--- src/rtl/eqf_pkg.sv ---
package eqf_pkg;

  // sample history taps (x1..x12)
  localparam int X_DEPTH    = 12;
  localparam int X_TAP_MID  = 6;

  // low pass history ring, taps lp16 and lp32, lp17 is lp16 one beat later
  localparam int LP_DEPTH   = 32;
  localparam int LP_AW      = $clog2(LP_DEPTH);
  localparam int LP_CW      = $clog2(LP_DEPTH + 1);
  localparam int LP_TAP_A   = 16;
  localparam int LP_SHIFT   = 5;

  // high pass history, current value plus hp1..hp4
  localparam int HP_DEPTH   = 4;
  localparam int DERIV_SHIFT = 3;

  // moving window
  localparam int WINDOW     = 30;
  localparam int WIN_AW     = (WINDOW > 1) ? $clog2(WINDOW) : 1;
  localparam int WIN_CW     = $clog2(WINDOW + 1);

  // mean by reciprocal: q0 = (m * floor(2^31 / WINDOW)) >> 31, then one correction
  localparam logic [31:0] MEAN_RECIP = 32'((64'd1 << 31) / WINDOW);
  localparam int REM_W      = (WINDOW > 1) ? $clog2(2 * WINDOW) : 1;

  // output queue and in-flight accounting
  localparam int FIFO_DEPTH = 16;
  localparam int FIFO_AW    = $clog2(FIFO_DEPTH);
  localparam int OCC_W      = $clog2(FIFO_DEPTH + 1);

  // register stages from input beat to a finished result
  localparam int PIPE_LAT   = 12;

  typedef struct packed {
    logic        vld;
    logic [31:0] hp;
    logic [31:0] deriv;
  } eqf_deriv_t;

  typedef struct packed {
    logic        vld;
    logic [31:0] hp;
    logic [31:0] sum;
  } eqf_sum_t;

  typedef struct packed {
    logic        vld;
    logic [31:0] hp;
    logic [31:0] mean;
  } eqf_res_t;

  // signed division by 2^k, truncating toward zero
  function automatic logic [31:0] sdiv_pow2(input logic [31:0] v, input int unsigned k);
    logic [31:0] bias;
    logic [31:0] s;
    bias = v[31] ? ((32'd1 << k) - 32'd1) : 32'd0;
    s = v + bias;
    return 32'($signed(s) >>> k);
  endfunction

endpackage

--- src/rtl/eqf_out_fifo.sv ---
module eqf_out_fifo (
  input  logic                        clk,
  input  logic                        rst_n,
  input  eqf_pkg::eqf_res_t           res_i,
  input  logic                        stall_i,
  output logic                        valid_o,
  output logic signed [31:0]          integrated_o,
  output logic signed [31:0]          bandpassed_o,
  output logic [eqf_pkg::OCC_W-1:0]   cnt_o
);

  logic [63:0] q_mem [eqf_pkg::FIFO_DEPTH];
  logic [eqf_pkg::FIFO_AW-1:0] wr_ptr_r, rd_ptr_r;
  logic [eqf_pkg::OCC_W-1:0]   cnt_r;
  logic wr_en, rd_en;

  assign wr_en = res_i.vld;
  assign rd_en = (cnt_r != '0) && !stall_i;

  // queue storage
  always_ff @(posedge clk) begin
    if (wr_en) begin
      q_mem[wr_ptr_r] <= {res_i.mean, res_i.hp};
    end
  end

  // pointers and fill
  always_ff @(posedge clk) begin
    if (!rst_n) begin
      wr_ptr_r <= '0;
      rd_ptr_r <= '0;
      cnt_r    <= '0;
    end else begin
      if (wr_en) wr_ptr_r <= wr_ptr_r + eqf_pkg::FIFO_AW'(1);
      if (rd_en) rd_ptr_r <= rd_ptr_r + eqf_pkg::FIFO_AW'(1);
      case ({wr_en, rd_en})
        2'b10:   cnt_r <= cnt_r + eqf_pkg::OCC_W'(1);
        2'b01:   cnt_r <= cnt_r - eqf_pkg::OCC_W'(1);
        default: cnt_r <= cnt_r;
      endcase
    end
  end

  assign valid_o      = (cnt_r != '0);
  assign integrated_o = q_mem[rd_ptr_r][63:32];
  assign bandpassed_o = q_mem[rd_ptr_r][31:0];
  assign cnt_o        = cnt_r;

endmodule

--- config.mk ---
export PLATFORM = sky130hd
export DESIGN_NAME = eqf_out_fifo
export DESIGN_NICKNAME = d
export VERILOG_FILES = /design/src/rtl/eqf_pkg.sv /design/src/rtl/eqf_out_fifo.sv
export SDC_FILE = /design/constraint.sdc
export NUM_CORES = 1
export LEC_CHECK = 0
export ABC_AREA = 1
export BUFFER_PORTS_ARGS = -buffer_cell sky130_fd_sc_hd__buf_2
export CAP_MARGIN = 15
export CORE_MARGIN = 2
export CORE_UTILIZATION = 35
export CTS_BUF_LIST = sky130_fd_sc_hd__clkbuf_2
export DETAILED_ROUTE_END_ITERATION = 8
export GPL_TIMING_DRIVEN = 1
export PLACE_DENSITY = 0.54
export REMOVE_ABC_BUFFERS = 1
export SETUP_SLACK_MARGIN = 0.3
export SLEW_MARGIN = 10
export SYNTH_ARGS = -nofsm -noshare
export SYNTH_HDL_FRONTEND = slang
export SYNTH_SLANG_ARGS = --single-unit
--- constraint.sdc ---
create_clock -name clk -period 9.68 [get_ports clk]
set_clock_uncertainty 0.1 [all_clocks]
set_input_delay 2.904 -clock clk [delete_from_list [all_inputs] [get_ports clk]]
set_output_delay 2.904 -clock clk [all_outputs]
set_load 0.005 [all_outputs]
==> run summary <==
Synth cell types - 25
Mean post-synth cell area - 12.69 sq um
Multiplexer area fraction after synthesis - 0%
Io pins - 138
Cell row count - 128
DRC viols - 0
DRT iter0 DRCs - 2212
#FFs+latches synth - 1041
RePlAce Congestion - 0.7009
Vias in the first global route - 25270
TritonCTS clock tree - built
DP Worst Slack - 3.807 ns
Synthesized-area fraction occupied by and/or/nand/nor cells - 7.931%
VDD IR-drop max - 0.1651 mV
Max_slew headroom - 20.66%
Reg-to-Reg Start - wr_ptr_r[1]
First drt pass iteration count - 6
Via density - 4.809
Commonest non-fill, non-tap cell in the layout - edfxtp_1
Synth warn - 0
Max_cap viols - 0
Clk_lat worst skew - 1.46 ns
Final period util - 75.81%
Wire per inst - 19.12 um
Gr usage total - 16.32%
Min-delay src - rd_ptr_r[3]
Adder and majority cell fraction of the synthesized area - 0.2643%
CP Capture Type - output pin
Initial Util - 35.15%
Post-synthesis compound-gate area fraction - 10.78%
Final Hold Vio Count - 0
Post-synthesis instance total - 3358
Minimum clock period - 7.338 ns
Commonest non-fill, non-tap cells in the layout - 1024 x edfxtp_1, 531 x inv_1, 417 x clkbuf_2
FF-to-FF End - q_mem[13][36]
Seq/Total Area, Yosys - 72.96%
Startpoint Class - flip-flop
Postcts setup bufs - 0
Status - completed
Share of layout cells above drive strength 1 - 16.64%
Total gr overflow - 0
XOR/XNOR Fraction of Synth Area - 0.06166%
CTS Buffer Depth - 4
Main combinational cell family by area after synthesis - compound AO/OA/AOI/OAI gates
I/O Buffers - 137
R2R Setup Slk - 6.41 ns
Filler Cell Count - 11630
Post-Syn Area - 0.04261 sq mm
Hold depth - 2
Worst-margin pin slew - 1.190 ns
Multi-input gate area - 0.008233 sq mm
Clock root buffer master - clkbuf_2
WP data arrival - 4.33 ns
Layout Cells excl Fill - 5408
Post-synth EDFFs - 1024
Die area - 0.1246 sq mm
Post-CTS resize count - 0
HP Class - flip-flop to flip-flop
Storage cell area - 0.03110 sq mm
Antenna-violating nets left - 0
Via count - 26010
FFs w/ async S/R, synth - 0%
Max Freq - 0.1363 GHz
Power per cell area - 220.1 mW/mm^2
RSZ-0062 raised after global routing - no
# placed instances - 4951
Pleak - 17.05 nW
First-pass GRT wire length - 154.0 mm
Clock Sinks - 1041
Pin count of the biggest net entering global routing - 269
Main flop type after synthesis - edfxtp_1
Die H - 352.9 um
Die width - 352.9 um
DP HPWL - 48.94 mm
Core ar. - 0.1212 sq mm
Worst-path clk slew - 0.09 ns
Count of final max-slew check failures - 0
Worst setup path class - flip-flop to output pin
Initial antenna violation count - 23
Final WS setup - 2.342 ns
H-tree depth - 5
Area grow syn2layout - 9.698%
Final wirelength - 103.4 mm
Cells on worst reg2reg path - 5
# setup viols final - 0
Final nets - 3692
CTS Hold Bufs - 0
Max FO, Critical Path - 63
CTS buffer count - 287
Critical Path RT - 6.68 ns
-- state kept, by name, summed over array words and instances, names as in the netlist, named ones only --
| register | count |
|---|---|
| cnt_o | 5 |
| q_mem | 1024 |
| rd_ptr_r | 4 |
| wr_ptr_r | 4 |
-- cells in the mapped netlist (2+ instances only) --
| cell | instances | share of area (%) |
|---|---|---|
| nand3_1 | 392 | 4.6 |
| nand2_1 | 348 | 3.1 |
| buf_2 | 75 | 0.88 |
| o211ai_1 | 256 | 4.5 |
| dfxtp_1 | 17 | 0.80 |
| buf_1 | 24 | 0.21 |
| xor2_1 | 2 | 0.041 |
| nor2_1 | 28 | 0.25 |
| buf_4 | 21 | 0.37 |
| inv_1 | 532 | 4.7 |
| o21ai_0 | 197 | 2.3 |
| ha_1 | 9 | 0.26 |
| clkbuf_2 | 2 | 0.023 |
| a21oi_1 | 267 | 3.1 |
| edfxtp_1 | 1024 | 72 |
| clkbuf_1 | 34 | 0.30 |
| o21ai_1 | 67 | 0.79 |
| buf_6 | 56 | 1.5 |
-- layer usage --
metal	share of wire (%)	global-route usage, %	up-vias
met2	46	25.24	690
met4	1.7	4.957	26
met5	0.17	0	-
met1	46	22.16	12540
li1	-	-	12580
met3	6.4	4.853	176
-- worst max-delay path, stage by stage, from the launching register on --
cell	delay, ns
dfxtp_4	0.65
buf_4	0.63
buf_4	0.87
nand3_1	0.18
nand3_1	0.13
nand2_1	0.19
buf_2	0.19
-- per-stage QoR --
stage / TNS, ns / hold WS (ns) / utilization [%] / area, sq um / total power [mW]
CTS: 0 / 0.4075 / 38.54 / 46730 / 10.45
floorplan: -697.80 / 0.3468 / - / 41210 / 7.424
detailed placement: 0 / 0.3944 / 36.69 / 44490 / 7.580
global route: 0 / 0.4282 / 38.55 / 46740 / 10.98
global placement: 0 / 0.3784 / 36.68 / 44470 / 7.590
finish: 0 / 0.3965 / 38.56 / 46750 / 10.29
-- power breakdown --
part / switching (mW) / total, mW / internal (mW)
clock: 1.70 / 2.85 / 1.15
combinational: 1.54 / 2.33 / 0.787
sequential: 0.104 / 5.12 / 5.01
-- how the worst max path moves through the flow --
stage | from | endpoint | slack [ns] | cells after the start
finish | flip-flop | integrated_o[0] | 2.34 | 6
global route | flip-flop | bandpassed_o[11] | 1.90 | 6
CTS | flip-flop | integrated_o[0] | 2.08 | 6
detailed placement | flip-flop | integrated_o[0] | 3.81 | 6
global placement | flip-flop | integrated_o[0] | 3.88 | 6
floorplan | flip-flop | bandpassed_o[0] | -10.90 | 4
-- layout make-up --
cell class,count,share of cell area (%)
Sequential cell,1041,66.54
Multi-Input combinational cell,1570,17.61
Clock buffer,417,4.465
Tap cell,1625,4.349
Inverter,534,4.304
Timing Repair Buffer,181,2.361
Clock inverter,32,0.3265
Antenna cell,8,0.04283
-- kinds of logic after synthesis --
| group | after synthesis |
|---|---|
| flip-flops | 1041 |
| AO/OA/AOI/OAI | 789 |
| AND/OR/NAND/NOR | 769 |
| buffers and inverters | 747 |
| adder cells (fa/ha/maj) | 9 |
| XOR/XNOR | 3 |
Note: power is estimated with default switching activity, not from simulation.
