`config.mk`:
```
export PLATFORM = sky130hd
export DESIGN_NAME = eqf_window
export DESIGN_NICKNAME = d
export VERILOG_FILES = /design/src/rtl/eqf_pkg.sv /design/src/rtl/eqf_window.sv
export SDC_FILE = /design/constraint.sdc
export NUM_CORES = 2
export LEC_CHECK = 0
export ABC_CLOCK_PERIOD_IN_PS = 6600
export BUFFER_PORTS_ARGS = -buffer_cell sky130_fd_sc_hd__buf_2
export CORE_ASPECT_RATIO = 1.5
export CORE_MARGIN = 2
export CORE_UTILIZATION = 59
export CTS_BUF_LIST = sky130_fd_sc_hd__clkbuf_4
export CTS_CLUSTER_DIAMETER = 40
export DETAILED_ROUTE_END_ITERATION = 8
export PLACE_DENSITY = 0.76
export SYNTH_ARGS = -nofsm -noshare
export SYNTH_HDL_FRONTEND = slang
export SYNTH_SLANG_ARGS = --single-unit
export TNS_END_PERCENT = 5
```
`constraint.sdc`:
```
create_clock -name clk -period 6.6 [get_ports clk]
set_input_delay 1.32 -clock clk [delete_from_list [all_inputs] [get_ports clk]]
set_output_delay 1.32 -clock clk [all_outputs]
set_load 0.01 [all_outputs]
```
`src/rtl/eqf_pkg.sv`:
```
package eqf_pkg;

  // sample history taps (x1..x12)
  localparam int X_DEPTH    = 12;
  localparam int X_TAP_MID  = 6;

  // low pass history ring, taps lp16 and lp32, lp17 is lp16 one beat later
  localparam int LP_DEPTH   = 32;
  localparam int LP_AW      = $clog2(LP_DEPTH);
  localparam int LP_CW      = $clog2(LP_DEPTH + 1);
  localparam int LP_TAP_A   = 16;
  localparam int LP_SHIFT   = 5;

  // high pass history, current value plus hp1..hp4
  localparam int HP_DEPTH   = 4;
  localparam int DERIV_SHIFT = 3;

  // moving window
  localparam int WINDOW     = 30;
  localparam int WIN_AW     = (WINDOW > 1) ? $clog2(WINDOW) : 1;
  localparam int WIN_CW     = $clog2(WINDOW + 1);

  // mean by reciprocal: q0 = (m * floor(2^31 / WINDOW)) >> 31, then one correction
  localparam logic [31:0] MEAN_RECIP = 32'((64'd1 << 31) / WINDOW);
  localparam int REM_W      = (WINDOW > 1) ? $clog2(2 * WINDOW) : 1;

  // output queue and in-flight accounting
  localparam int FIFO_DEPTH = 16;
  localparam int FIFO_AW    = $clog2(FIFO_DEPTH);
  localparam int OCC_W      = $clog2(FIFO_DEPTH + 1);

  // register stages from input beat to a finished result
  localparam int PIPE_LAT   = 12;

  typedef struct packed {
    logic        vld;
    logic [31:0] hp;
    logic [31:0] deriv;
  } eqf_deriv_t;

  typedef struct packed {
    logic        vld;
    logic [31:0] hp;
    logic [31:0] sum;
  } eqf_sum_t;

  typedef struct packed {
    logic        vld;
    logic [31:0] hp;
    logic [31:0] mean;
  } eqf_res_t;

  // signed division by 2^k, truncating toward zero
  function automatic logic [31:0] sdiv_pow2(input logic [31:0] v, input int unsigned k);
    logic [31:0] bias;
    logic [31:0] s;
    bias = v[31] ? ((32'd1 << k) - 32'd1) : 32'd0;
    s = v + bias;
    return 32'($signed(s) >>> k);
  endfunction

endpackage

```
`src/rtl/eqf_window.sv`:
```
module eqf_window (
  input  logic                clk,
  input  logic                rst_n,
  input  eqf_pkg::eqf_deriv_t deriv_i,
  output eqf_pkg::eqf_sum_t   sum_o
);

  logic wv1_r, wv2_r, wv3_r;
  logic [31:0] d_r, hp1_r;
  logic [31:0] sq_r, hp2_r;
  logic [31:0] hp3_r;

  // square ring memory and running sum
  logic [31:0] sq_mem [eqf_pkg::WINDOW];
  logic [eqf_pkg::WIN_AW-1:0] pos_r, pos_inc, pos_nxt;
  logic [eqf_pkg::WIN_CW-1:0] fill_r;
  logic [31:0] rd_r, old_sq, sum_r;
  logic [63:0] sq_full;

  // square, keeping the low word
  assign sq_full = d_r * d_r;

  // next ring slot, wrapping at the window length
  always_comb begin
    pos_inc = (pos_r == eqf_pkg::WIN_AW'(eqf_pkg::WINDOW - 1)) ?
              '0 : pos_r + eqf_pkg::WIN_AW'(1);
    if (!rst_n) begin
      pos_nxt = '0;
    end else if (wv2_r) begin
      pos_nxt = pos_inc;
    end else begin
      pos_nxt = pos_r;
    end
    old_sq = (fill_r == eqf_pkg::WIN_CW'(eqf_pkg::WINDOW)) ? rd_r : 32'd0;
  end

  // write the new square, prefetch the slot for the next beat with forwarding
  always_ff @(posedge clk) begin
    if (wv2_r) begin
      sq_mem[pos_r] <= sq_r;
    end
    if (wv2_r && (pos_nxt == pos_r)) begin
      rd_r <= sq_r;
    end else begin
      rd_r <= sq_mem[pos_nxt];
    end
  end

  // control and running sum
  always_ff @(posedge clk) begin
    if (!rst_n) begin
      wv1_r  <= 1'b0;
      wv2_r  <= 1'b0;
      wv3_r  <= 1'b0;
      pos_r  <= '0;
      fill_r <= '0;
      sum_r  <= '0;
    end else begin
      wv1_r <= deriv_i.vld;
      wv2_r <= wv1_r;
      wv3_r <= wv2_r;
      if (wv2_r) begin
        pos_r <= pos_inc;
        sum_r <= sum_r - old_sq + sq_r;
        if (fill_r != eqf_pkg::WIN_CW'(eqf_pkg::WINDOW)) begin
          fill_r <= fill_r + eqf_pkg::WIN_CW'(1);
        end
      end
    end
  end

  // stage payloads
  always_ff @(posedge clk) begin
    d_r   <= eqf_pkg::sdiv_pow2(deriv_i.deriv, eqf_pkg::DERIV_SHIFT);
    hp1_r <= deriv_i.hp;
    sq_r  <= sq_full[31:0];
    hp2_r <= hp1_r;
    hp3_r <= hp2_r;
  end

  assign sum_o.vld = wv3_r;
  assign sum_o.hp  = hp3_r;
  assign sum_o.sum = sum_r;

endmodule

```
==> metrics.cfg <==
[yosys]
synth_cell_type_count=78
seq_area_frac_synth_pct=56.4
yosysWarningCount=0
synthArstFlopShare_pct=0
synth_top_area_cell=edfxtp_1
synthMostInstantiatedCell=edfxtp_1
ys_ff_latch=1131
netlist_area_mm2=0.0567
yosysTopAreaCellShare_pct=49.3
ys.flop_type=edfxtp_1
netlist_top_cells_area=edfxtp_1 49%, fa_1 14%, mux4_2 8.5%, dfxtp_1 7.1%, ha_1 4.0%
avgSynthCellArea_um2=15.3
synth_commonest_cells=930 x edfxtp_1, 586 x inv_1, 400 x fa_1
synth-edff-count=930
synth.net_count=4354
netlist_instances=3708

[sta]
fin_skew_ns=0.0878
setup_viol=3
worst_slack_ns=-0.0739
slew_headroom_pct=16.6
timing.fmax_ghz=0.150
rsz0062_at_grt=true
worstMarginPinSlew_ns=1.25
fin_crit_ns=6.67
final_hold_viol_count=0
whs_ns=0.285
report.final.slew_viol_count=0
finalCritPeriodShare_pct=101

[finish]
drive_above_1_share_pct=27.7
syn_to_final_growth_pct=14.7
layoutNonFillerInstCount=5759
final_net_count=4947

[clock_tree]
clock_latency_ns=1.16
cts.sinks=1131
cts_buffers=279
h-tree-depth=5
clkTransAtPathRegs_ns=0.07
clk_path_buf_depth=4
cts_tree=built
root_buffer=clkbuf_4

[grt]
grt_use_total_pct=28.9
grt_pass1_wl_um=209000
overflow=0
antenna_found_initial=4
first_global_vias=36200
grt_max_degree=82

[detailed_routing]
first_pass_iters=8
drtIter0Drc=3103
avgRoutedWirePerCell_um=24.1
postRouteAntennaNets=0
drc_errors=0
vias=33500
via_per_inst=5.82
wirelength_um=139000

[hold_path]
min_from=deriv_i[35]
hp-class=primary input to flop
hold_depth=1

[worst_setup_path]
end_kind=flop
cp.arrival_ns=7.69
cp.depth=27
startpoint_type=flop
startpoint=d_r[4]$_DFF_P_
slowest_stage=fa_1
crit_required_ns=7.61
r2r_start=d_r[4]$_DFF_P_
ff2ff_path_depth=27
cp_top_family=adder cells
crit_fanout=4
path_class=flop to flop
crit_path_frequent_cell=fa_1
slowest_delay_ns=0.52
cp.buffers_inverters=8

[floorplan]
boundaryPins=132
row_count=139
die_y_um=384
die_area_mm2=0.0986
die_x_um=257
core-area_mm2=0.0955
start_util_pct=59.3

[place]
place.gp.congestion=0.907
dpl.hpwl_um=94100
io_buffers=131
dp_cells=5267

[status]
violations=negative setup slack
status=complete, but fails checks

[flow_run]
maxCapViolations=0

[per-stage QoR]
stage / utilization (%) / instance area (um2) / setup WS (ns) / setup TNS (ns)
4_1_cts: 68.0 / 64900 / -0.0397 / -0.0763
3_5_place_dp: 64.0 / 61100 / -0.512 / -4.20
5_1_grt: 68.1 / 65000 / -0.268 / -2.05
3_3_place_gp: 64.0 / 61100 / -0.348 / -2.51
2_1_floorplan: - / 56900 / 0.00575 / 0
6_report: 68.1 / 65000 / -0.0739 / -0.104
[final timing paths]
kind	end	slack, ns
min	hp1_r[3]$_DFF_P_	0.28
max reg2reg	sq_r[22]$_DFF_P_	-0.07
min reg2reg	hp2_r[1]$_DFF_P_	0.29
max	sq_r[22]$_DFF_P_	-0.07
[layout make-up]
| cell class | instances | area (um2) |
|---|---|---|
| Tap cell | 1269 | 1590 |
| Antenna cell | 5 | 12.5 |
| Sequential cell | 1131 | 32000 |
| Timing Repair Buffer | 454 | 3300 |
| Inverter | 586 | 2200 |
| Fill cell | 6414 | 30500 |
| Multi-Input combinational cell | 1849 | 22600 |
| Clock buffer | 392 | 2940 |
| Clock inverter | 73 | 344 |
[per-layer routing]
metal | vias up | track usage (%) | share of wire [%]
met4 | 2 | 14.9 | 5.4
li1 | 14400 | - | -
met5 | - | 0 | 0.0094
met3 | 430 | 5.60 | 7.8
met2 | 1752 | 52.7 | 54
met1 | 16900 | 32.2 | 33
[flip-flops by register name (all words and copies together), names as in the netlist]
register	count
hp2_r	32
fill_r	5
sum_r	32
wv1_r	1
sq_r	31
wv2_r	1
d_r	29
sq_mem	930
hp1_r	32
wv3_r	1
hp3_r	32
pos_r	5
[layout by cell type, fill, tap and decap left out, drive strengths merged, types with 6 or more instances in the layout]
master / instances
o211a: 6
a21oi: 53
mux4: 213
xnor2: 80
nand4: 12
and2: 170
xor2: 38
nand2b: 7
o21bai: 7
fa: 400
nor2: 78
edfxtp: 930
nor3: 22
o211ai: 33
buf: 454
a21o: 19
clkbuf: 392
and3: 12
a41oi: 32
o21ai: 29
nand2: 169
nand3: 25
a31o: 8
o21a: 16
nor2b: 29
a22oi: 89
mux2i: 54
ha: 179
clkinv: 63
dfxtp: 201
inv: 593
[cells by family after synthesis]
| group | after synthesis | synth area share, % |
|---|---|---|
| fa+ha+maj | 579 | 18.1 |
| buf+inv | 728 | 4.92 |
| other cells | 1 | 0.00662 |
| xor+xnor | 118 | 1.84 |
| simple gates | 552 | 5.02 |
| mux | 269 | 9.46 |
| flops | 1131 | 56.4 |
| compound gates | 330 | 4.28 |
[timing repair]
item | CTS | global route
buffers inserted | 22 | 0
cloned | 0 | 0
hold endpoints to repair | 0 | 0
hold buffers | 0 | 0
resized for setup | 102 | 12
pin swaps | 74 | 6
setup endpoints to repair | 13 | 12
Power is not shown: default switching activity piles up to over one toggle a cycle in this logic, so the estimate is an artifact.
