**src/rtl/eqf_pkg.sv**
```systemverilog
package eqf_pkg;

  // sample history taps (x1..x12)
  localparam int X_DEPTH    = 12;
  localparam int X_TAP_MID  = 6;

  // low pass history ring, taps lp16 and lp32, lp17 is lp16 one beat later
  localparam int LP_DEPTH   = 32;
  localparam int LP_AW      = $clog2(LP_DEPTH);
  localparam int LP_CW      = $clog2(LP_DEPTH + 1);
  localparam int LP_TAP_A   = 16;
  localparam int LP_SHIFT   = 5;

  // high pass history, current value plus hp1..hp4
  localparam int HP_DEPTH   = 4;
  localparam int DERIV_SHIFT = 3;

  // moving window
  localparam int WINDOW     = 30;
  localparam int WIN_AW     = (WINDOW > 1) ? $clog2(WINDOW) : 1;
  localparam int WIN_CW     = $clog2(WINDOW + 1);

  // mean by reciprocal: q0 = (m * floor(2^31 / WINDOW)) >> 31, then one correction
  localparam logic [31:0] MEAN_RECIP = 32'((64'd1 << 31) / WINDOW);
  localparam int REM_W      = (WINDOW > 1) ? $clog2(2 * WINDOW) : 1;

  // output queue and in-flight accounting
  localparam int FIFO_DEPTH = 16;
  localparam int FIFO_AW    = $clog2(FIFO_DEPTH);
  localparam int OCC_W      = $clog2(FIFO_DEPTH + 1);

  // register stages from input beat to a finished result
  localparam int PIPE_LAT   = 12;

  typedef struct packed {
    logic        vld;
    logic [31:0] hp;
    logic [31:0] deriv;
  } eqf_deriv_t;

  typedef struct packed {
    logic        vld;
    logic [31:0] hp;
    logic [31:0] sum;
  } eqf_sum_t;

  typedef struct packed {
    logic        vld;
    logic [31:0] hp;
    logic [31:0] mean;
  } eqf_res_t;

  // signed division by 2^k, truncating toward zero
  function automatic logic [31:0] sdiv_pow2(input logic [31:0] v, input int unsigned k);
    logic [31:0] bias;
    logic [31:0] s;
    bias = v[31] ? ((32'd1 << k) - 32'd1) : 32'd0;
    s = v + bias;
    return 32'($signed(s) >>> k);
  endfunction

endpackage

```
**src/rtl/eqf_filter.sv**
```systemverilog
module eqf_filter (
  input  logic                  clk,
  input  logic                  rst_n,
  input  logic                  acc_i,
  input  logic signed [15:0]    sample_i,
  output eqf_pkg::eqf_deriv_t   deriv_o
);

  // sample history
  logic [15:0] x_hist_r [eqf_pkg::X_DEPTH];

  // stage valids
  logic fv1_r, fv2_r, fv3_r, fv4_r, fv5_r;

  // stage payloads
  logic [31:0] fir_r;
  logic [31:0] lp_s2_r, pre_r;
  logic [31:0] q_r;
  logic [31:0] hp_s4_r;
  logic [31:0] deriv_r, hp_s5_r;

  // recursive state
  logic [31:0] lp1_r, lp2_r, lp17_r;
  logic [31:0] hp_hist_r [eqf_pkg::HP_DEPTH + 1];

  // low pass ring memory
  logic [31:0] lp_mem [eqf_pkg::LP_DEPTH];
  logic [eqf_pkg::LP_AW-1:0] wptr_r, ptr_nxt, ra16;
  logic [eqf_pkg::LP_CW-1:0] fill_r;
  logic [31:0] rd16_r, rd32_r;

  logic [31:0] xs, x6s, x12s, sumx, fir;
  logic [31:0] lp, lp16m, lp32m, pre, q, hp, deriv;

  // fir part of the low pass, straight from the sample history
  always_comb begin
    xs   = {{16{sample_i[15]}}, sample_i};
    x6s  = {{16{x_hist_r[eqf_pkg::X_TAP_MID-1][15]}}, x_hist_r[eqf_pkg::X_TAP_MID-1]};
    x12s = {{16{x_hist_r[eqf_pkg::X_DEPTH-1][15]}}, x_hist_r[eqf_pkg::X_DEPTH-1]};
    sumx = xs - (x6s << 1) + x12s;
    fir  = eqf_pkg::sdiv_pow2(sumx, eqf_pkg::LP_SHIFT);
  end

  // low pass recursion and the delayed low pass terms of the high pass
  always_comb begin
    lp    = (lp1_r << 1) - lp2_r + fir_r;
    lp16m = (fill_r >= eqf_pkg::LP_CW'(eqf_pkg::LP_TAP_A)) ? rd16_r : 32'd0;
    lp32m = (fill_r >= eqf_pkg::LP_CW'(eqf_pkg::LP_DEPTH)) ? rd32_r : 32'd0;
    pre   = lp16m - lp17_r + eqf_pkg::sdiv_pow2(lp32m, eqf_pkg::LP_SHIFT);
    q     = pre_r - eqf_pkg::sdiv_pow2(lp_s2_r, eqf_pkg::LP_SHIFT);
    hp    = hp_hist_r[0] + q_r;
    deriv = (hp_hist_r[0] << 1) + hp_hist_r[1] - hp_hist_r[3] - (hp_hist_r[4] << 1);
  end

  // prefetch address follows the pointer that the next low pass beat will use
  always_comb begin
    if (!rst_n) begin
      ptr_nxt = '0;
    end else if (fv1_r) begin
      ptr_nxt = wptr_r + eqf_pkg::LP_AW'(1);
    end else begin
      ptr_nxt = wptr_r;
    end
    ra16 = ptr_nxt - eqf_pkg::LP_AW'(eqf_pkg::LP_TAP_A);
  end

  // ring write and two registered reads, never the same entry in one cycle
  always_ff @(posedge clk) begin
    if (fv1_r) begin
      lp_mem[wptr_r] <= lp;
    end
    rd16_r <= lp_mem[ra16];
    rd32_r <= lp_mem[ptr_nxt];
  end

  // control and history state
  always_ff @(posedge clk) begin
    if (!rst_n) begin
      fv1_r  <= 1'b0;
      fv2_r  <= 1'b0;
      fv3_r  <= 1'b0;
      fv4_r  <= 1'b0;
      fv5_r  <= 1'b0;
      wptr_r <= '0;
      fill_r <= '0;
      lp1_r  <= '0;
      lp2_r  <= '0;
      lp17_r <= '0;
      for (int i = 0; i < eqf_pkg::X_DEPTH; i++) x_hist_r[i] <= '0;
      for (int i = 0; i <= eqf_pkg::HP_DEPTH; i++) hp_hist_r[i] <= '0;
    end else begin
      fv1_r <= acc_i;
      fv2_r <= fv1_r;
      fv3_r <= fv2_r;
      fv4_r <= fv3_r;
      fv5_r <= fv4_r;
      if (acc_i) begin
        x_hist_r[0] <= sample_i;
        for (int i = 1; i < eqf_pkg::X_DEPTH; i++) x_hist_r[i] <= x_hist_r[i-1];
      end
      if (fv1_r) begin
        wptr_r <= wptr_r + eqf_pkg::LP_AW'(1);
        if (fill_r != eqf_pkg::LP_CW'(eqf_pkg::LP_DEPTH)) begin
          fill_r <= fill_r + eqf_pkg::LP_CW'(1);
        end
        lp1_r  <= lp;
        lp2_r  <= lp1_r;
        lp17_r <= lp16m;
      end
      if (fv3_r) begin
        hp_hist_r[0] <= hp;
        for (int i = 1; i <= eqf_pkg::HP_DEPTH; i++) hp_hist_r[i] <= hp_hist_r[i-1];
      end
    end
  end

  // stage payloads
  always_ff @(posedge clk) begin
    fir_r   <= fir;
    lp_s2_r <= lp;
    pre_r   <= pre;
    q_r     <= q;
    hp_s4_r <= hp;
    deriv_r <= deriv;
    hp_s5_r <= hp_s4_r;
  end

  assign deriv_o.vld   = fv5_r;
  assign deriv_o.hp    = hp_s5_r;
  assign deriv_o.deriv = deriv_r;

endmodule

```
**config.mk**
```make
export PLATFORM = sky130hd
export DESIGN_NAME = eqf_filter
export DESIGN_NICKNAME = d
export VERILOG_FILES = /design/src/rtl/eqf_pkg.sv /design/src/rtl/eqf_filter.sv
export SDC_FILE = /design/constraint.sdc
export NUM_CORES = 2
export LEC_CHECK = 0
export ABC_AREA = 1
export BUFFER_PORTS_ARGS = -buffer_cell sky130_fd_sc_hd__buf_2
export CORE_MARGIN = 5
export CORE_UTILIZATION = 60
export DETAILED_ROUTE_END_ITERATION = 12
export GPL_TIMING_DRIVEN = 0
export PLACE_DENSITY_LB_ADDON = 0.08
export SLEW_MARGIN = 20
export SYNTH_ARGS = -nofsm -noshare
export SYNTH_HDL_FRONTEND = slang
export SYNTH_SLANG_ARGS = --single-unit
```
**constraint.sdc**
```tcl
create_clock -name clk -period 10.6 [get_ports clk]
set_input_delay 1.06 -clock clk [delete_from_list [all_inputs] [get_ports clk]]
set_output_delay 1.06 -clock clk [all_outputs]
set_load 0.03 [all_outputs]
```
==> reports/results.tsv <==
stage	metric	value	unit
power	p_leak	35.0	nW
routing	routed_wirelength	229	mm
synth	avgSynthCellArea	10.7	µm²
critical_path	rrSetupSlack	5.65	ns
synth	synth_cells	7386	
critical_path	crit_path_end_kind	register	
sta	worst_hold_slack	0.320	ns
clock_network	clk_pin_slew	0.06	ns
floorplanning	dieWidth	372	µm
final_layout	reg_top3	lp_mem (1024), x_hist_r (192), hp_hist_r (159)	
power	vdd_drop_max	0.000717	V
sta	finalCritPeriodShare	0.467	
power	power_density	338	nW/µm²
final_layout	largest_reg_flops	1024	
sta	fmax	202	MHz
critical_path	cp.arrival	5.62	ns
clock_network	tritoncts	done	
synth	synthTopCellsByCount	edfxtp_1, nor2_1, inv_1, nand2_1, o21ai_0	
clock_network	clk_latency	0.82	ns
floorplanning	io_pins	84	
clock_network	ctsResizeCount	0	
routing	dr_total_vias	57100	
synth	syn-num-nets	7736	
synth	synth_top_area_frac	0.525	
sta	fin_skew	0.0509	ns
synth	netlist_area	78700	µm²
critical_path	path_max_fanout	6	
final_layout	fin_util	0.682	
outcome	outcome	finished clean	
floorplanning	row_count	133	
synth	synth-seq-cells	1758	
critical_path	critPathLaunchType	register	
synth	synth-main-ff-cell	edfxtp_1	
clock_network	root_buffer	clkbuf_16	
final_layout	final_layout_size_suffix_gt1_frac	0.0730	
global_routing	grt_overflow	0	
sta	report.final.setup_viol	0	
clock_network	htreeDepth	4	
global_routing	grt_pass1_wl	338	mm
synth	synth-edff-count	1375	
synth	synth_cell_types	46	
critical_path	cp.required	11.27	ns
placed_design	port_buffers	83	
global_routing	antenna_found_initial	12	
clock_network	ctsLongestPathBuffers	3	
clock_network	ctsHoldBuffers	0	
sta	worst_slew_pin_slew	1.10	ns
floorplanning	die_h	372	µm
critical_path	r2r_start	fill_r[5]	
routing	remaining_drc_errors	0	
routing	viasPerCell	5.92	
synth	synth_top_area_cell	edfxtp_1	
routing	firstDrtPassIters	9	
sta	fin_tns_setup	0	ns
hold_path	min_path_type	register to register	
synth	ys_seq_area_frac	0.622	
clock_network	cts_sinks	1758	
placed_design	place_congestion	0.986	
critical_path	startpoint	fill_r[5]	
routing	drt-initial-drc-count	7624	
final_layout	top_register	lp_mem	
critical_path	ff2ff_path_depth	20	
synth	synthMostInstantiatedCell	edfxtp_1	
final_layout	area_delta_synth_final	13.5	%
critical_path	timing_worst_setup_path_type	register to register	
sta	hold_viol	0	
routing	ant_nets	0	
critical_path	r2r-end	pre_r[22]	
synth	synthArstFlopShare	0	
clock_network	cts_buffers	176	
synth	netlist_top_cells_area	edfxtp_1, dfxtp_1, nor2_1, inv_1, o21ai_0	
final_layout	num-nets-final	8083	
placed_design	place_hpwl	166	mm
sta	slew_viol_final	0	
global_routing	grt_usage	0.329	
floorplanning	die_area	139000	µm²
sta	rsz0062_at_grt	no	
flow_run	max-cap-violations	0	
global_routing	grt_pass1_vias	55400	
floorplanning	core	131000	µm²
sta	final.min_clock_period	4.95	ns
routing	wl_per_cell	23.7	µm
floorplanning	initial_utilization	0.601	
synth	ys_warn_count	0	
critical_path	crit_path_end	pre_r[22]	
final_layout	fillers	9916	
clock_network	post-cts-setup-buffers	0	
sta	relSlewSlack	0.257	
global_routing	grt_max_degree	56	
## logic make-up after synthesis
family          Yosys count  share of synthesized area
simple gates           2421                      0.125
flops                  1758                      0.622
compound gates         1376                      0.102
buf+inv                1307                     0.0635
fa+ha+maj               331                     0.0660
xor+xnor                193                     0.0215
## per-stage QoR
stage	cell area, µm²	cells	setup WS, ns	power, mW
final	89400	9640	5.65	30.2
after global routing	89400	9637	5.43	31.3
after CTS	89400	9637	5.80	30.0
after detailed placement	83700	9310	5.72	24.0
after global placement	81300	9224	3.73	21.5
after floorplan	78700	7386	6.27	17.4
## how the worst min path moves through the flow
stage	startpoint	end	slack, ns	cells after the start
after CTS	hp_s4_r[17]	hp_s5_r[17]	0.32	0
after global routing	hp_s4_r[26]	hp_s5_r[26]	0.33	0
after global placement	hp_s4_r[26]	hp_s5_r[26]	0.31	0
after floorplan	hp_s4_r[0]	hp_s5_r[0]	0.31	0
final	hp_s4_r[26]	hp_s5_r[26]	0.32	0
after detailed placement	hp_s4_r[1]	hp_s5_r[1]	0.31	0
## placed cells by master (no fill, tap or decap), drive strengths merged, types with 6 or more instances in the layout
| cell | synthesis | layout |
|---|---|---|
| a221oi | 7 | 7 |
| inv | 1005 | 1013 |
| nand4 | 45 | 45 |
| fa | 140 | 140 |
| bufinv | 0 | 10 |
| buf | 79 | 248 |
| nand3 | 290 | 290 |
| a31oi | 18 | 18 |
| clkbuf | 222 | 454 |
| o22ai | 7 | 7 |
| o21bai | 22 | 22 |
| o221ai | 240 | 240 |
| nor3 | 55 | 55 |
| and2 | 6 | 6 |
| a21o | 31 | 31 |
| edfxtp | 1375 | 1375 |
| a21boi | 8 | 8 |
| a21oi | 274 | 274 |
| nand3b | 13 | 13 |
| ha | 191 | 191 |
| dfxtp | 383 | 383 |
| nand2 | 882 | 882 |
| nor2 | 1103 | 1103 |
| o21ai | 750 | 750 |
| o211ai | 8 | 8 |
| xnor2 | 64 | 64 |
| xor2 | 129 | 129 |
| nor4 | 19 | 19 |
| clkinv | 1 | 73 |
## critical path, stage by stage, from the launching register on
cell and delay (ns):
dfxtp_1 0.48, nand2_2 0.12, inv_1 0.25, o21ai_0 0.18, nand2_1 0.12, nand3_1 0.19
nor2_1 0.32, nand2_1 0.15, nor2_1 0.28, nand3_1 0.14, xor2_1 0.23, inv_1 0.08
fa_1 0.48, inv_1 0.04, ha_1 0.36, a21o_1 0.21, a31oi_1 0.27, nand3_1 0.25
a21boi_0 0.32, o21ai_0 0.16, xor2_1 0.17
## report_power, final
part           internal [mW]  switching (mW)
clock network           3.44            2.67
logic                   3.35            8.90
registers               11.5           0.286
## final cells by class
class | instances | area, µm² | area share
timing repair buffer | 169 | 2160 | 0.0242
inverter | 1006 | 3780 | 0.0423
tap | 1755 | 2200 | 0.0246
sequential | 1758 | 49000 | 0.548
multi-input combinational | 4321 | 25400 | 0.284
clock inverter | 95 | 882 | 0.00987
clock buffer | 232 | 4780 | 0.0535
buffer | 301 | 1220 | 0.0137
antenna | 3 | 7.51 | 0.0000840
## metal layers
| metal | vias up | part of all wire | GRT usage |
|---|---|---|---|
| li1 | 25900 | - | - |
| met1 | 27600 | 0.40 | 0.454 |
| met2 | 2936 | 0.45 | 0.515 |
| met3 | 628 | 0.10 | 0.0635 |
| met4 | 0 | 0.048 | 0.141 |
| met5 | - | 0 | 0 |
No activity file was read; power rests on OpenSTA's default activity.
