===== src/rtl/eqf_pkg.sv =====
package eqf_pkg;

  // sample history taps (x1..x12)
  localparam int X_DEPTH    = 12;
  localparam int X_TAP_MID  = 6;

  // low pass history ring, taps lp16 and lp32, lp17 is lp16 one beat later
  localparam int LP_DEPTH   = 32;
  localparam int LP_AW      = $clog2(LP_DEPTH);
  localparam int LP_CW      = $clog2(LP_DEPTH + 1);
  localparam int LP_TAP_A   = 16;
  localparam int LP_SHIFT   = 5;

  // high pass history, current value plus hp1..hp4
  localparam int HP_DEPTH   = 4;
  localparam int DERIV_SHIFT = 3;

  // moving window
  localparam int WINDOW     = 30;
  localparam int WIN_AW     = (WINDOW > 1) ? $clog2(WINDOW) : 1;
  localparam int WIN_CW     = $clog2(WINDOW + 1);

  // mean by reciprocal: q0 = (m * floor(2^31 / WINDOW)) >> 31, then one correction
  localparam logic [31:0] MEAN_RECIP = 32'((64'd1 << 31) / WINDOW);
  localparam int REM_W      = (WINDOW > 1) ? $clog2(2 * WINDOW) : 1;

  // output queue and in-flight accounting
  localparam int FIFO_DEPTH = 16;
  localparam int FIFO_AW    = $clog2(FIFO_DEPTH);
  localparam int OCC_W      = $clog2(FIFO_DEPTH + 1);

  // register stages from input beat to a finished result
  localparam int PIPE_LAT   = 12;

  typedef struct packed {
    logic        vld;
    logic [31:0] hp;
    logic [31:0] deriv;
  } eqf_deriv_t;

  typedef struct packed {
    logic        vld;
    logic [31:0] hp;
    logic [31:0] sum;
  } eqf_sum_t;

  typedef struct packed {
    logic        vld;
    logic [31:0] hp;
    logic [31:0] mean;
  } eqf_res_t;

  // signed division by 2^k, truncating toward zero
  function automatic logic [31:0] sdiv_pow2(input logic [31:0] v, input int unsigned k);
    logic [31:0] bias;
    logic [31:0] s;
    bias = v[31] ? ((32'd1 << k) - 32'd1) : 32'd0;
    s = v + bias;
    return 32'($signed(s) >>> k);
  endfunction

endpackage


===== src/rtl/eqf_mean_div.sv =====
module eqf_mean_div (
  input  logic              clk,
  input  logic              rst_n,
  input  eqf_pkg::eqf_sum_t sum_i,
  output eqf_pkg::eqf_res_t res_o
);

  logic dv1_r, dv2_r, dv3_r, dv4_r;
  logic        neg1_r, neg2_r, neg3_r;
  logic [31:0] mag1_r, mag2_r;
  logic [63:0] prod_r;
  logic [31:0] q0_r;
  logic [eqf_pkg::REM_W-1:0] rem_r;
  logic [31:0] res_r;
  logic [31:0] hp1_r, hp2_r, hp3_r, hp4_r;

  logic [31:0] q0, qw, rem;
  logic        carry;

  // estimate from the reciprocal, then the remainder for the correction
  always_comb begin
    q0  = prod_r[62:31];
    qw  = q0 * 32'(eqf_pkg::WINDOW);
    rem = mag2_r - qw;
  end

  assign carry = (rem_r >= eqf_pkg::REM_W'(eqf_pkg::WINDOW));

  always_ff @(posedge clk) begin
    if (!rst_n) begin
      dv1_r <= 1'b0;
      dv2_r <= 1'b0;
      dv3_r <= 1'b0;
      dv4_r <= 1'b0;
    end else begin
      dv1_r <= sum_i.vld;
      dv2_r <= dv1_r;
      dv3_r <= dv2_r;
      dv4_r <= dv3_r;
    end
  end

  // magnitude, product, correction, signed result
  always_ff @(posedge clk) begin
    neg1_r <= sum_i.sum[31];
    mag1_r <= sum_i.sum[31] ? (32'd0 - sum_i.sum) : sum_i.sum;
    hp1_r  <= sum_i.hp;
    prod_r <= mag1_r * eqf_pkg::MEAN_RECIP;
    mag2_r <= mag1_r;
    neg2_r <= neg1_r;
    hp2_r  <= hp1_r;
    q0_r   <= q0;
    rem_r  <= rem[eqf_pkg::REM_W-1:0];
    neg3_r <= neg2_r;
    hp3_r  <= hp2_r;
    // negate as ~q0 + 1 - carry to keep one adder
    res_r  <= neg3_r ? (~q0_r + {31'd0, ~carry}) : (q0_r + {31'd0, carry});
    hp4_r  <= hp3_r;
  end

  assign res_o.vld  = dv4_r;
  assign res_o.hp   = hp4_r;
  assign res_o.mean = res_r;

endmodule


===== config.mk =====
export PLATFORM = sky130hd
export DESIGN_NAME = eqf_mean_div
export DESIGN_NICKNAME = d
export VERILOG_FILES = /design/src/rtl/eqf_pkg.sv /design/src/rtl/eqf_mean_div.sv
export SDC_FILE = /design/constraint.sdc
export NUM_CORES = 1
export LEC_CHECK = 0
export BUFFER_PORTS_ARGS = -buffer_cell sky130_fd_sc_hd__buf_2
export CORE_UTILIZATION = 40
export DETAILED_ROUTE_END_ITERATION = 7
export GPL_TIMING_DRIVEN = 0
export PLACE_DENSITY = 0.57
export SYNTH_ARGS = -nofsm -noshare
export SYNTH_HDL_FRONTEND = slang
export SYNTH_SLANG_ARGS = --single-unit

===== constraint.sdc =====
create_clock -name clk -period 11.8 [get_ports clk]
set_input_delay 2.36 -clock clk [delete_from_list [all_inputs] [get_ports clk]]
set_output_delay 2.36 -clock clk [all_outputs]
set_load 0.05 [all_outputs]

==> impl_results.md, run 1 <==
- Status: finished, violations left
- Failing checks: DRC
- GR Util All Layers: 0.162
- Clock Skew: ~17 ps
- Post-DRT Antenna Nets: 0
- WL per Instance: 14.7 microns
- Share of layout cells above drive strength 1: 0.129
- Row cnt: 69
- First-pass GRT wire length: between 40 and 50 mm
- CP Cell Sequence: ha_1 > inv_1 > fa_1 > inv_1 > fa_1 > inv_1 > fa_1 > fa_1 > fa_1 > inv_1 > ha_1 > nand2_1 > o21ai_0 > a41oi_1 > nor2_1 > o21ai_0 > o41ai_1 > a221oi_1 > o21ai_0 > xor2_1
- Seq. cell area: 5310 sq um
- Max frequency: 0.152 GHz
- Die area: 37,000 sq um
- Synthesis-stage register bit count: approximately 270
- Element type at the critical path start: flip-flop
- Multi-input logic area: 8130 sq um
- Max Transition Viols Final: 0
- 1st-iter DRT viols: ~490
- Vias per cell: 4.66
- Resize count post-CTS: 0
- Largest family of logic cells by synthesized area: adder cells
- Die Height: roughly 190 microns
- Slew @ Worst Pin: 1060 ps
- Crit path DAT: 7030 ps
- Number of max-cap violations: 0
- Die W: 192 microns
- Worst path bufs/invs: 4
- Detailed placement HPWL: 24.7 mm
- Final setup viols: 0
- Hold_buf cts: 0
- Clk slew on worst S/H paths: approximately 60 ps
- DR pass1 iterations: 7
- Post-synthesis sequential area ratio: 0.366
- Post-Route WL: 29.3 mm
- CTS Buf Count: 27
- Residual DRC count: 36
- Top FF cell, synth: dfxtp_1
- Layout fillers: 3,386
- Mean post-synth cell area: approximately 11 sq um
- # H-tree levels: 1
- Largest net degree at the start of global routing: 15
- Slowest Stage Delay on Critical Path: 920 ps
- Post-CTS Setup Inserts: 0
- IO Pins: 132
- Hold Crit Class: flip-flop to flip-flop
- XOR/XNOR Fraction of Synth Area: 0.0580
- CTS tree: done
- Crit end category: flip-flop
- Mapped Area: 14,500 sq um
- Vias in the first global route: 9,411
- Delay-heaviest family, CP: adder cells
- Synth Area in Compound Gates: 0.0836
- Leading area contributor after synthesis: dfxtp_1
- WP data required: 12,270 ps
- GR Overflow Total: 0
- Netlist cell types: 66
- CP max FO: 5
- Clock Latency Late Sink: 550 ps
- Ys Warns: 0
- GP Congestion: 0.862
- Most common cell on crit path: fa_1
- Post-synth EDFFs: 0
- Kind of critical path: flip-flop to flip-flop
- Synthesized-area fraction occupied by adder cells: 0.346
- Async set-reset flop share out of synthesis: 0
- DR vias: around 9,300
- Mapped Cells: 1,356
- Port-buffer cells: between 100 and 150
- Layout area overhead: 14.7%
- Largest cells by area after synthesis: dfxtp_1 (37%), ha_1 (19%), fa_1 (16%)
- Slowest cell on crit path: o41ai_1
- Syn Nets: 1,756
- Max-slew headroom: 0.287
- Synth top area share: 0.366
- Final core utilization: 0.467
- Mux share of post-synthesis cell area: 0.000777
- Initial core utilization: 0.407
- Clk root buf: clkbuf_16
- Layout net count: around 1,900
- Post-Synth Simple-Gate Area: 0.0726
- Antenna violations before repair: 0
- Fin. Hold Viols: 0
- Setup_tns: 0 ps
- RSZ-0062 raised after global routing: no
- Final period utilization: 0.556
- Max Buffers Root-to-Sink: 3
- N_diodes: 0
- TritonCTS Sinks: around 270
- CORE AREA: ~36,000 sq um
- Final Critical Period: 6560 ps
-- logic make-up after synthesis --
| group | count (synthesis) |
|---|---|
| DFF | 265 |
| adders and majority gates | 333 |
| buffers and inverters | 282 |
| and+or+nand+nor | 192 |
| AOI/OAI and AO/OA | 187 |
| xor gates and xnor gates | 96 |
| muxes | 1 |
-- final timing paths --
kind	slack (ps)	from	to	depth (start not counted)
max	5240	mag1_r[3]	prod_r[52]	20
min	320	prod_r[55]	q0_r[24]	0
max reg2reg	5240	mag1_r[3]	prod_r[52]	20
min reg2reg	320	prod_r[55]	q0_r[24]	0
-- flip-flops by register name, indices dropped and copies added, names as in the netlist --
register and count:
dv2_r 1, neg1_r 1, mag1_r 32, dv3_r 1, prod_r 28, neg3_r 1
q0_r 28, dv4_r 1, hp3_r 32, neg2_r 1, res_r 32, hp2_r 32
mag2_r 5, hp4_r 32, hp1_r 32, dv1_r 1, rem_r 5
-- routing by layer --
metal	routed length [microns]	global-route usage	vias to the layer above
met5	0	0	-
met4	459	0.0342	0
met3	1680	0.0302	30
met2	13000	0.267	220
met1	14100	0.219	4288
li1	-	-	4768
-- area by class of cell --
class / instances / area share
clock buffer: 35 / 0.0442
buffer: 12 / 0.00301
multi-input combinational: 809 / 0.489
tap: 461 / 0.0347
clock inverter: 13 / 0.00993
timing repair buffer: 131 / 0.0394
sequential: 265 / 0.319
inverter: 270 / 0.0609
-- synth_stat cells, drive strengths merged, types with 7 or more instances --
cell type,instances
inv,270
dfxtp,265
ha,220
fa,113
xnor2,70
a21oi,54
nor2,43
o21ai,43
nand2,39
xor2,26
a21o,24
nand3,18
or4,15
nor3,13
nand4,11
o31ai,10
and2,9
clkbuf,8
nor2b,7
nor4,7
-- cell usage in the layout, fill, tap and decap left out, drive strengths merged, types with 9 or more instances in the layout --
master,Yosys,layout
inv,270,273
dfxtp,265,265
ha,220,220
buf,4,135
fa,113,113
xnor2,70,70
a21oi,54,54
nor2,43,43
o21ai,43,43
clkbuf,8,43
nand2,39,39
xor2,26,26
a21o,24,24
nand3,18,18
or4,15,15
nor3,13,13
nand4,11,11
o31ai,10,10
and2,9,9
-- through the flow --
stage          hold slack, ps  area (sq um)  std cells  setup slack (ps)
2_1_floorplan             310         14500       1356              6170
3_3_place_gp              310         15700       1948              5160
3_5_place_dp              312         15700       1948              5230
4_1_cts                   322         16600       1996              5200
5_1_grt                   323         16600       1996              4790
6_report                  319         16600       1996              5240
Power of run 1 is left out: the tool's default activity adds up to more than one toggle a clock period on the data nets, which glitch-free logic cannot reach.
==> run 2, diff against run 1 <==
Settings changed: PLACE_DENSITY 0.57 to 0.6.
Clock period 11.8 ns to 5.4 ns, I/O delays scaled along.
==> run 2 against run 1 <==
Effect of this change: the run ends with DRC, setup timing left; worst setup slack got worse by 5400 ps; register-to-register slack got worse by 5400 ps; final cell count rose by 1.5%; worst hold slack got worse by 5.6 ps; wire length rose by 2.5%; critical path type unchanged; non-clock buffer count rose by 30; global-route usage rose by 0.55 points; highest routed layer unchanged; critical endpoint is now prod_r[44].
==> impl_results.md, run 2 (synthesis results as in run 1) <==
- DR pass1 iterations: 7 (unchanged)
- Residual DRC count: 40 (+11%)
- Row cnt: 69 (unchanged)
- Final Critical Period: 5550 ps (-1010 ps)
- CP max FO: 4 (-1)
- Crit end category: flip-flop
- Max-slew headroom: 0.590 (+0.303)
- Die area: 37,000 sq um (unchanged)
- IO Pins: 132 (unchanged)
- Vias in the first global route: 9,819 (+4.3%)
- Failing checks: DRC, setup timing
- Layout area overhead: 20.3%
- Status: finished, violations left
- Die W: 192 microns (unchanged)
- Post-route setup slack: -152 ps (-5390 ps)
- Slowest cell on crit path: fa_1
- CORE AREA: 35,700 sq um (unchanged)
- N_diodes: 0 (unchanged)
- First-pass GRT wire length: 49.2 mm (+4.1%)
- CTS tree: done
- Clk root buf: clkbuf_16
- Clock Latency Late Sink: 520 ps (-30 ps)
- Worst path bufs/invs: 4 (unchanged)
- Crit path DAT: 5930 ps (-1100 ps)
- Kind of critical path: flip-flop to flip-flop
- Clk slew on worst S/H paths: 60 ps (about the same)
- Initial core utilization: 0.407 (unchanged)
- Port-buffer cells: 131 (unchanged)
- Largest net degree at the start of global routing: 16 (+1)
- Final setup viols: 9 (+9)
- Antenna violations before repair: 0 (unchanged)
- Most common cell on crit path: fa_1
- CTS Buf Count: 26 (-3.7%)
- # H-tree levels: 1 (unchanged)
- GP Congestion: 0.901 (+4.5%)
- 1st-iter DRT viols: 559 (+15%)
- Post-Route WL: 30.0 mm (+2.5%)
- Slew @ Worst Pin: 600 ps (-456 ps)
- GR Util All Layers: 0.167 (+0.00549)
- RSZ-0062 raised after global routing: yes
- DR vias: 9,572 (+2.9%)
- Detailed placement HPWL: 24.6 mm (-0.17%)
- TritonCTS Sinks: 265 (unchanged)
- GR Overflow Total: 0 (unchanged)
- Delay-heaviest family, CP: adder cells
- Final core utilization: 0.489 (+0.0226)
- WP data required: 5780 ps (-6490 ps)
- Final period utilization: 1.03 (+0.472)
- Hold slack: 314 ps (-5.57 ps)
- Most frequent cells in the layout: inv_1 (261), dfxtp_1 (248), ha_1 (199)
- Slowest Stage Delay on Critical Path: 560 ps (-360 ps)
- CP Cell Sequence: ha_4 > inv_4 > fa_1 > inv_1 > fa_1 > inv_1 > fa_1 > fa_1 > fa_1 > inv_2 > ha_4 > a21oi_1 > o21ai_4 > or3_4 > o21ai_4 > o41ai_4 > a21o_1 > a311o_1 > xor2_1
- Setup_tns: -924 ps (-924 ps)
- Hold Crit Class: flip-flop to flip-flop
- Post-DRT Antenna Nets: 0 (unchanged)
- Vias per cell: 4.72 (+1.3%)
- Element type at the critical path start: flip-flop
- Die Height: 192 microns (unchanged)
- Clock Skew: 20.1 ps (+2.67 ps)
- Max Transition Viols Final: 0 (unchanged)
- Fin. Hold Viols: 0 (unchanged)
- Max frequency: 0.180 GHz (+18%)
- Number of max-cap violations: 0 (unchanged)
- Most common cell after layout, fill and taps aside: inv_1
- WL per Instance: 14.8 microns (+0.94%)
- Layout fillers: 3,276 (-3.2%)
- Layout net count: 1,945 (+1.5%)
- Hold_buf cts: 0 (unchanged)
- Max Buffers Root-to-Sink: 3 (unchanged)
- Share of layout cells above drive strength 1: 0.200 (+0.0710)
run 2: cell type report:
| cell class | count | area [sq um] | area share |
|---|---|---|---|
| Multi-Input combinational cell | 809 | 8610 | 0.494 |
| Sequential cell | 265 | 5350 | 0.307 |
| Inverter | 270 | 1020 | 0.0583 |
| Tap cell | 461 | 577 | 0.0331 |
| Buffer | 12 | 50.0 | 0.00287 |
| Clock inverter | 12 | 178 | 0.0102 |
| Timing Repair Buffer | 161 | 892 | 0.0512 |
| Clock buffer | 36 | 769 | 0.0441 |
run 2: path summary, 6_finish.rpt:
kind | from | endpoint | slack, ps | cells past startpoint
max | mag1_r[6] | prod_r[44] | -150 | 19
min | hp3_r[22] | hp4_r[22] | 310 | 0
max reg2reg | mag1_r[6] | prod_r[44] | -150 | 19
min reg2reg | hp3_r[22] | hp4_r[22] | 310 | 0
run 2: worst register-to-register path, stage by stage, from the launching register on:
cell and delay (ps):
dfxtp_4 360, ha_4 280, inv_4 40, fa_1 560, inv_1 60, fa_1 470
inv_1 50, fa_1 490, fa_1 430, fa_1 520, inv_2 60, ha_4 230
a21oi_1 320, o21ai_4 90, or3_4 390, o21ai_4 220, o41ai_4 130, a21o_1 200
a311o_1 370, xor2_1 150
run 2: metal layers:
metal	GRT usage	routed length, microns
met5	0	0
met4	0.0394	552
met3	0.0211	1750
met2	0.279	13600
met1	0.229	14100
run 2: metrics by stage:
step	worst slack, ps	cells	instance area (sq um)
final	-152	2026	17400
after detailed placement	-665	1948	15800
after global placement	-660	1948	15800
after CTS	-205	2018	17300
after floorplan	-4.09	1356	14500
after global routing	-367	2026	17400
run 2: timing repair:
action	CTS	global route
endpoints found under the setup margin	23	20
resized for setup	92	21
pin swaps	46	32
setup buffers	22	8
Power of run 2 is left out for the same reason.
